## config.mk

```make
export PLATFORM = sky130hd
export DESIGN_NAME = bsc_temp
export DESIGN_NICKNAME = d
export VERILOG_FILES = /design/src/bsc_pkg.sv /design/src/bsc_temp.sv
export SDC_FILE = /design/constraint.sdc
export NUM_CORES = 2
export LEC_CHECK = 0
export BUFFER_PORTS_ARGS = -buffer_cell sky130_fd_sc_hd__buf_2
export CORE_MARGIN = 2
export CORE_UTILIZATION = 60
export DETAILED_ROUTE_END_ITERATION = 10
export GPL_TIMING_DRIVEN = 0
export HOLD_SLACK_MARGIN = 0.1
export PLACE_DENSITY = 0.8
export SLEW_MARGIN = 10
export SYNTH_ARGS = -nofsm -noshare
export SYNTH_HDL_FRONTEND = slang
export SYNTH_SLANG_ARGS = --single-unit
export TNS_END_PERCENT = 5
```

## constraint.sdc

```tcl
create_clock -name clk -period 11.8 [get_ports clk]
set_input_delay 0.59 -clock clk [delete_from_list [all_inputs] [get_ports clk]]
set_output_delay 0.59 -clock clk [all_outputs]
set_load 0.02 [all_outputs]
```

## src/bsc_pkg.sv

```systemverilog
// bsc_pkg: payload structs, calibration bundle, register indexes and shared helpers
// for the barometric compensation pipeline. No dependencies.
package bsc_pkg;

  localparam int CAL_W     = 48;
  localparam int CFG_IDX_W = 8;
  localparam int DIV_STEPS = 32;

  localparam logic [CFG_IDX_W-1:0] CFG_TEMP_CAL = 8'd0;
  localparam logic [CFG_IDX_W-1:0] CFG_PRESS_A  = 8'd1;
  localparam logic [CFG_IDX_W-1:0] CFG_PRESS_B  = 8'd2;
  localparam logic [CFG_IDX_W-1:0] CFG_PRESS_C  = 8'd3;

  // 1/10 reciprocal: (x * RECIP10) >> 35 is exact for any 32-bit x
  localparam logic [31:0] RECIP10 = 32'hCCCC_CCCD;

  typedef struct packed {
    logic [19:0] raw_temperature;
    logic [19:0] raw_pressure;
  } bsc_in_t;

  typedef struct packed {
    logic signed [31:0] temperature_centi;
    logic [31:0]        pressure_pa;
    logic signed [15:0] temperature_tenths;
    logic signed [15:0] pressure_deca;
    logic               divisor_zero;
  } bsc_out_t;

  // calibration words, already extended to 32 bits
  typedef struct packed {
    logic [31:0] t1, t2, t3;
    logic [31:0] p1, p2, p3, p4, p5, p6, p7, p8, p9;
  } bsc_cal_t;

  // fields that ride alongside the divider
  typedef struct packed {
    logic [31:0] temp;
    logic        zero;
  } bsc_side_t;

  function automatic logic [31:0] asr(input logic [31:0] v, input logic [4:0] sh);
    asr = 32'($signed(v) >>> sh);
  endfunction

  function automatic logic [31:0] sx16(input logic [15:0] w);
    sx16 = {{16{w[15]}}, w};
  endfunction

endpackage

```

## src/bsc_temp.sv

```systemverilog
// bsc_temp: three-stage temperature front end, produces the fine temperature.
// Depends on bsc_pkg.
module bsc_temp (
  input  logic              clk,
  input  logic              rst_n,
  input  logic              adv,
  input  logic              in_vld,
  input  bsc_pkg::bsc_in_t  in_data,
  input  bsc_pkg::bsc_cal_t cal,
  output logic              out_vld,
  output logic [31:0]       out_fine,
  output logic [19:0]       out_adc_p
);
  import bsc_pkg::*;

  logic [2:0]  vld_r;
  logic [31:0] a1_r, dd_r, ta_r, b0_r, fine_r;
  logic [19:0] adc_p1_r, adc_p2_r, adc_p3_r;
  logic [31:0] d1, a1_nxt, dd_nxt, fine_nxt;

  always_comb begin
    a1_nxt   = (32'(in_data.raw_temperature >> 3) - (cal.t1 << 1)) * cal.t2;
    d1       = 32'(in_data.raw_temperature >> 4) - cal.t1;
    dd_nxt   = d1 * d1;
    fine_nxt = ta_r + asr(b0_r, 5'd14);
  end

  always_ff @(posedge clk) begin
    if (!rst_n) begin
      vld_r <= '0;
    end else if (adv) begin
      vld_r <= {vld_r[1:0], in_vld};
    end
  end

  always_ff @(posedge clk) begin
    if (adv) begin
      a1_r     <= a1_nxt;
      dd_r     <= dd_nxt;
      adc_p1_r <= in_data.raw_pressure;
      ta_r     <= asr(a1_r, 5'd11);
      b0_r     <= asr(dd_r, 5'd12) * cal.t3;
      adc_p2_r <= adc_p1_r;
      fine_r   <= fine_nxt;
      adc_p3_r <= adc_p2_r;
    end
  end

  assign out_vld   = vld_r[2];
  assign out_fine  = fine_r;
  assign out_adc_p = adc_p3_r;
endmodule

```

==> results <==
- Clock-pin slew was measured on the worst setup and hold paths at 0.09 ns.
- STA classifies the critical path endpoint as a flip-flop.
- The tightest min-delay check is of the in -> reg type.
- In this run the horizontal extent of the chip is 288 um.
- Derived from the worst setup path, the maximum achievable clock frequency is 0.0867 GHz.
- The die covers 82900 um^2.
- The initial core utilization is 0.604.
- The length of the first detailed-routing pass in iterations is 5.
- The worst clock skew is 0.0210 ns.
- The synthesized design contains 165 register bits.
- After the last flow step, the layout net total stands at 7159.
- Wires add up to 140000 um.
- The number of design rule violations left after detail routing is 0.
- The count of max-cap constraint violations is 0.
- Setup repair after global routing left no endpoint under its margin.
- The critical path's slowest cell is clkbuf_1.
- The worst setup path is launched from a primary input.
- The sum of net half-perimeters after detailed placement is 116000 um.
- The die is 288 um tall.
- The number of hold-slack violations in the final timing report is 0.
- The top-level I/O count is 481.
- The global placer's final weighted congestion is 1.07.
- In this design, the stage delay of the slowest critical-path cell is 0.81 ns.
- The via count of the first global-routing pass was 39100.
- The number of nets in the synthesized netlist is 6968.
- The share of the clock period used by the worst path is 0.978.
- The area added between synthesis and finish is 5.98%.
- In this run, synthesis inferred 162 flip-flops with an integrated enable.
- Data arrives at the worst endpoint at 11.67 ns.
- Setup violations remaining at the end of the flow were counted as 0.
- The mean post-synth cell area is 9.63 um^2.
- The H-tree was split into 4 levels.
- The number of warnings issued by yosys is 0.
- The buffer type at the clock tree root is clkbuf_16.
- The cell occurring most often along the worst timing path is xnor2_1.
- The run finished with clean final reports.
- The fraction of registers with async set/reset is 0.
- The initial antenna violation count is 6.
- The worst setup path is of the in -> reg kind.
- The total overflow left after global routing is 0.
- For this run, the leading register cell type out of synthesis is edfxtp_1.
- The first-pass GRT wire length is 218000 um.
- The via density per instance is 5.62.
- TritonCTS built the clock tree.
- The number of sinks driven by the clock tree is 165.
- The clock passes through at most 2 buffers.
- The total CTS buffers is 17.
- The share of the core filled with cells is 0.640.
- The fraction of final layout cells sized beyond drive strength 1 is 0.0492.
- The later pin in the worst-skew pair is clocked with a latency of 0.44 ns.
- The floorplan has 104 rows.
- The pin count of the biggest net entering global routing is 108.
- The required time of the critical path is 11.94 ns.
- After floorplanning, the core was sized to cover 80200 um^2.
- The slew at the pin closest to its max-slew limit is 1.29 ns.
- After detailed routing, the average wire length per cell comes to 22.3 um.
- The share of the Yosys chip area taken by registers is 0.102.
- The count of antenna-violating nets left after detailed routing is 0.
- The number of max-slew violations in the final report is 0.
- The clock period minus final worst setup slack is 11.54 ns.
- The global-route total usage across every layer is 0.355.
- The first routing iteration left 2801 violations.
- The number of port buffers is 170.
- The highest net fanout along the worst path is 10.
- The cell area after synthesis is 48400 um^2.
- Measured against its own limit, the worst slew margin works out to 0.138.
- The number of vias in the routed layout is 35400.
- The number of different library cells in the post-synthesis netlist is 81.
- After technology mapping, the gate count stands at 5024.
[layer usage]
metal	part of all wire	wire, um	vias up	GRT usage
met2	0.45	63800	2167	0.560
met1	0.35	49200	17500	0.433
li1	-	-	15000	-
met4	0.080	11200	8	0.224
met5	0.00043	60	-	0
met3	0.11	16100	664	0.0972
[registers in the layout, summed over array words and instances (netlist names)]
register   cells
a1_r          21
adc_p1_r      20
adc_p2_r      20
b0_r          18
dd_r          20
out_adc_p     20
out_fine      22
ta_r          21
vld_r          3
[logic make-up (layout without fill, tap and decap cells)]
family,Yosys count,count (layout),share of synthesized area
compound gates,201,201,0.0295
xor+xnor,217,217,0.0417
fa+ha+maj,1516,1516,0.567
buf+inv,1488,1692,0.116
flops,165,165,0.102
mux,4,4,0.000853
other cells,0,4,0
simple gates,1433,1433,0.143
[worst paths after layout]
check / from / cells past startpoint / to / slack (ns)
worst max register to register: dd_r[16] / 25 / b0_r[30] / 2.97
worst max-delay path: in_data[24] / 35 / a1_r[31] / 0.26
worst min register to register: adc_p2_r[1] / 0 / out_adc_p[1] / 0.41
worst min-delay path: in_data[10] / 1 / adc_p1_r[10] / 0.32
[Yosys cell counts, types with 10 or more instances]
library cell	number	share of area
a21o_1	28	0.0043
a21oi_1	50	0.0052
and2_1	390	0.050
and3_1	11	0.0014
buf_4	10	0.0016
clkbuf_1	193	0.015
edfxtp_1	162	0.10
fa_1	1128	0.47
ha_1	388	0.10
inv_1	1270	0.099
nand2_1	649	0.050
nand2b_1	74	0.0096
nand3_1	18	0.0019
nor2_1	178	0.014
nor2b_1	44	0.0057
nor3_1	24	0.0025
o21a_1	20	0.0031
o21ai_0	34	0.0035
xnor2_1	159	0.029
xor2_1	48	0.0087
[stage by stage]
stage                     hold slack, ns  std cells  TNS [ns]  worst slack [ns]  instance area, um^2
after floorplan                    0.400       5024         0              2.16                48400
after global placement             0.403       6254    -0.648            -0.350                50600
after detailed placement           0.405       6256   -0.0399           -0.0399                50600
after CTS                          0.298       6288         0             0.394                51300
after global routing               0.288       6289         0            0.0503                51300
final                              0.315       6292         0             0.265                51300
[worst max-delay path: cells and delay by family]
| kind | cells | cell delay [ns] |
|---|---|---|
| xor gates and xnor gates | 12 | 3.01 |
| and+or+nand+nor | 3 | 0.74 |
| AOI/OAI and AO/OA | 3 | 0.85 |
| buffers and inverters | 7 | 1.75 |
| adders and majority gates | 10 | 4.70 |
[cells in the final DEF (no fill, tap or decap), types with 5 or more instances in the layout]
| cell | count |
|---|---|
| inv_1 | 1270 |
| clkbuf_1 | 191 |
| buf_2 | 172 |
| o31a_1 | 5 |
| xnor2_2 | 5 |
| xor2_1 | 46 |
| nand4_1 | 7 |
| clkbuf_16 | 17 |
| buf_1 | 7 |
| nand2b_1 | 74 |
| buf_4 | 10 |
| nor3b_1 | 5 |
| clkinv_8 | 5 |
| and2_1 | 390 |
| inv_12 | 5 |
| fa_1 | 1128 |
| nand2_1 | 649 |
| o21bai_1 | 7 |
| ha_1 | 388 |
| o211ai_1 | 8 |
| and3_1 | 11 |
| o21a_1 | 20 |
| nor2b_1 | 44 |
| nand3_1 | 18 |
| a21oi_1 | 50 |
| xnor2_1 | 158 |
| nor3_1 | 24 |
| nor2_1 | 178 |
| a21boi_0 | 6 |
| edfxtp_1 | 162 |
| or3_1 | 8 |
| a21o_1 | 28 |
| o21ai_0 | 34 |
[area by class of cell]
class	instances	area [um^2]
inverters	1274	4780
flip-flops and latches	165	4920
diodes	4	10.0
clock buffers	17	425
multi-input cells	3371	37900
fillers	6541	28900
plain buffers	214	848
clock inverters	15	209
well taps	1060	1330
repair buffers	172	900
[timing repair]
action / CTS / global route
resized for setup: 0 / 2
endpoints found under the setup margin: 0 / 1
setup buffers: 0 / 0
hold buffers: 0 / 0
Power is not shown: default switching activity piles up to over one toggle a cycle in this logic, so the estimate is an artifact.
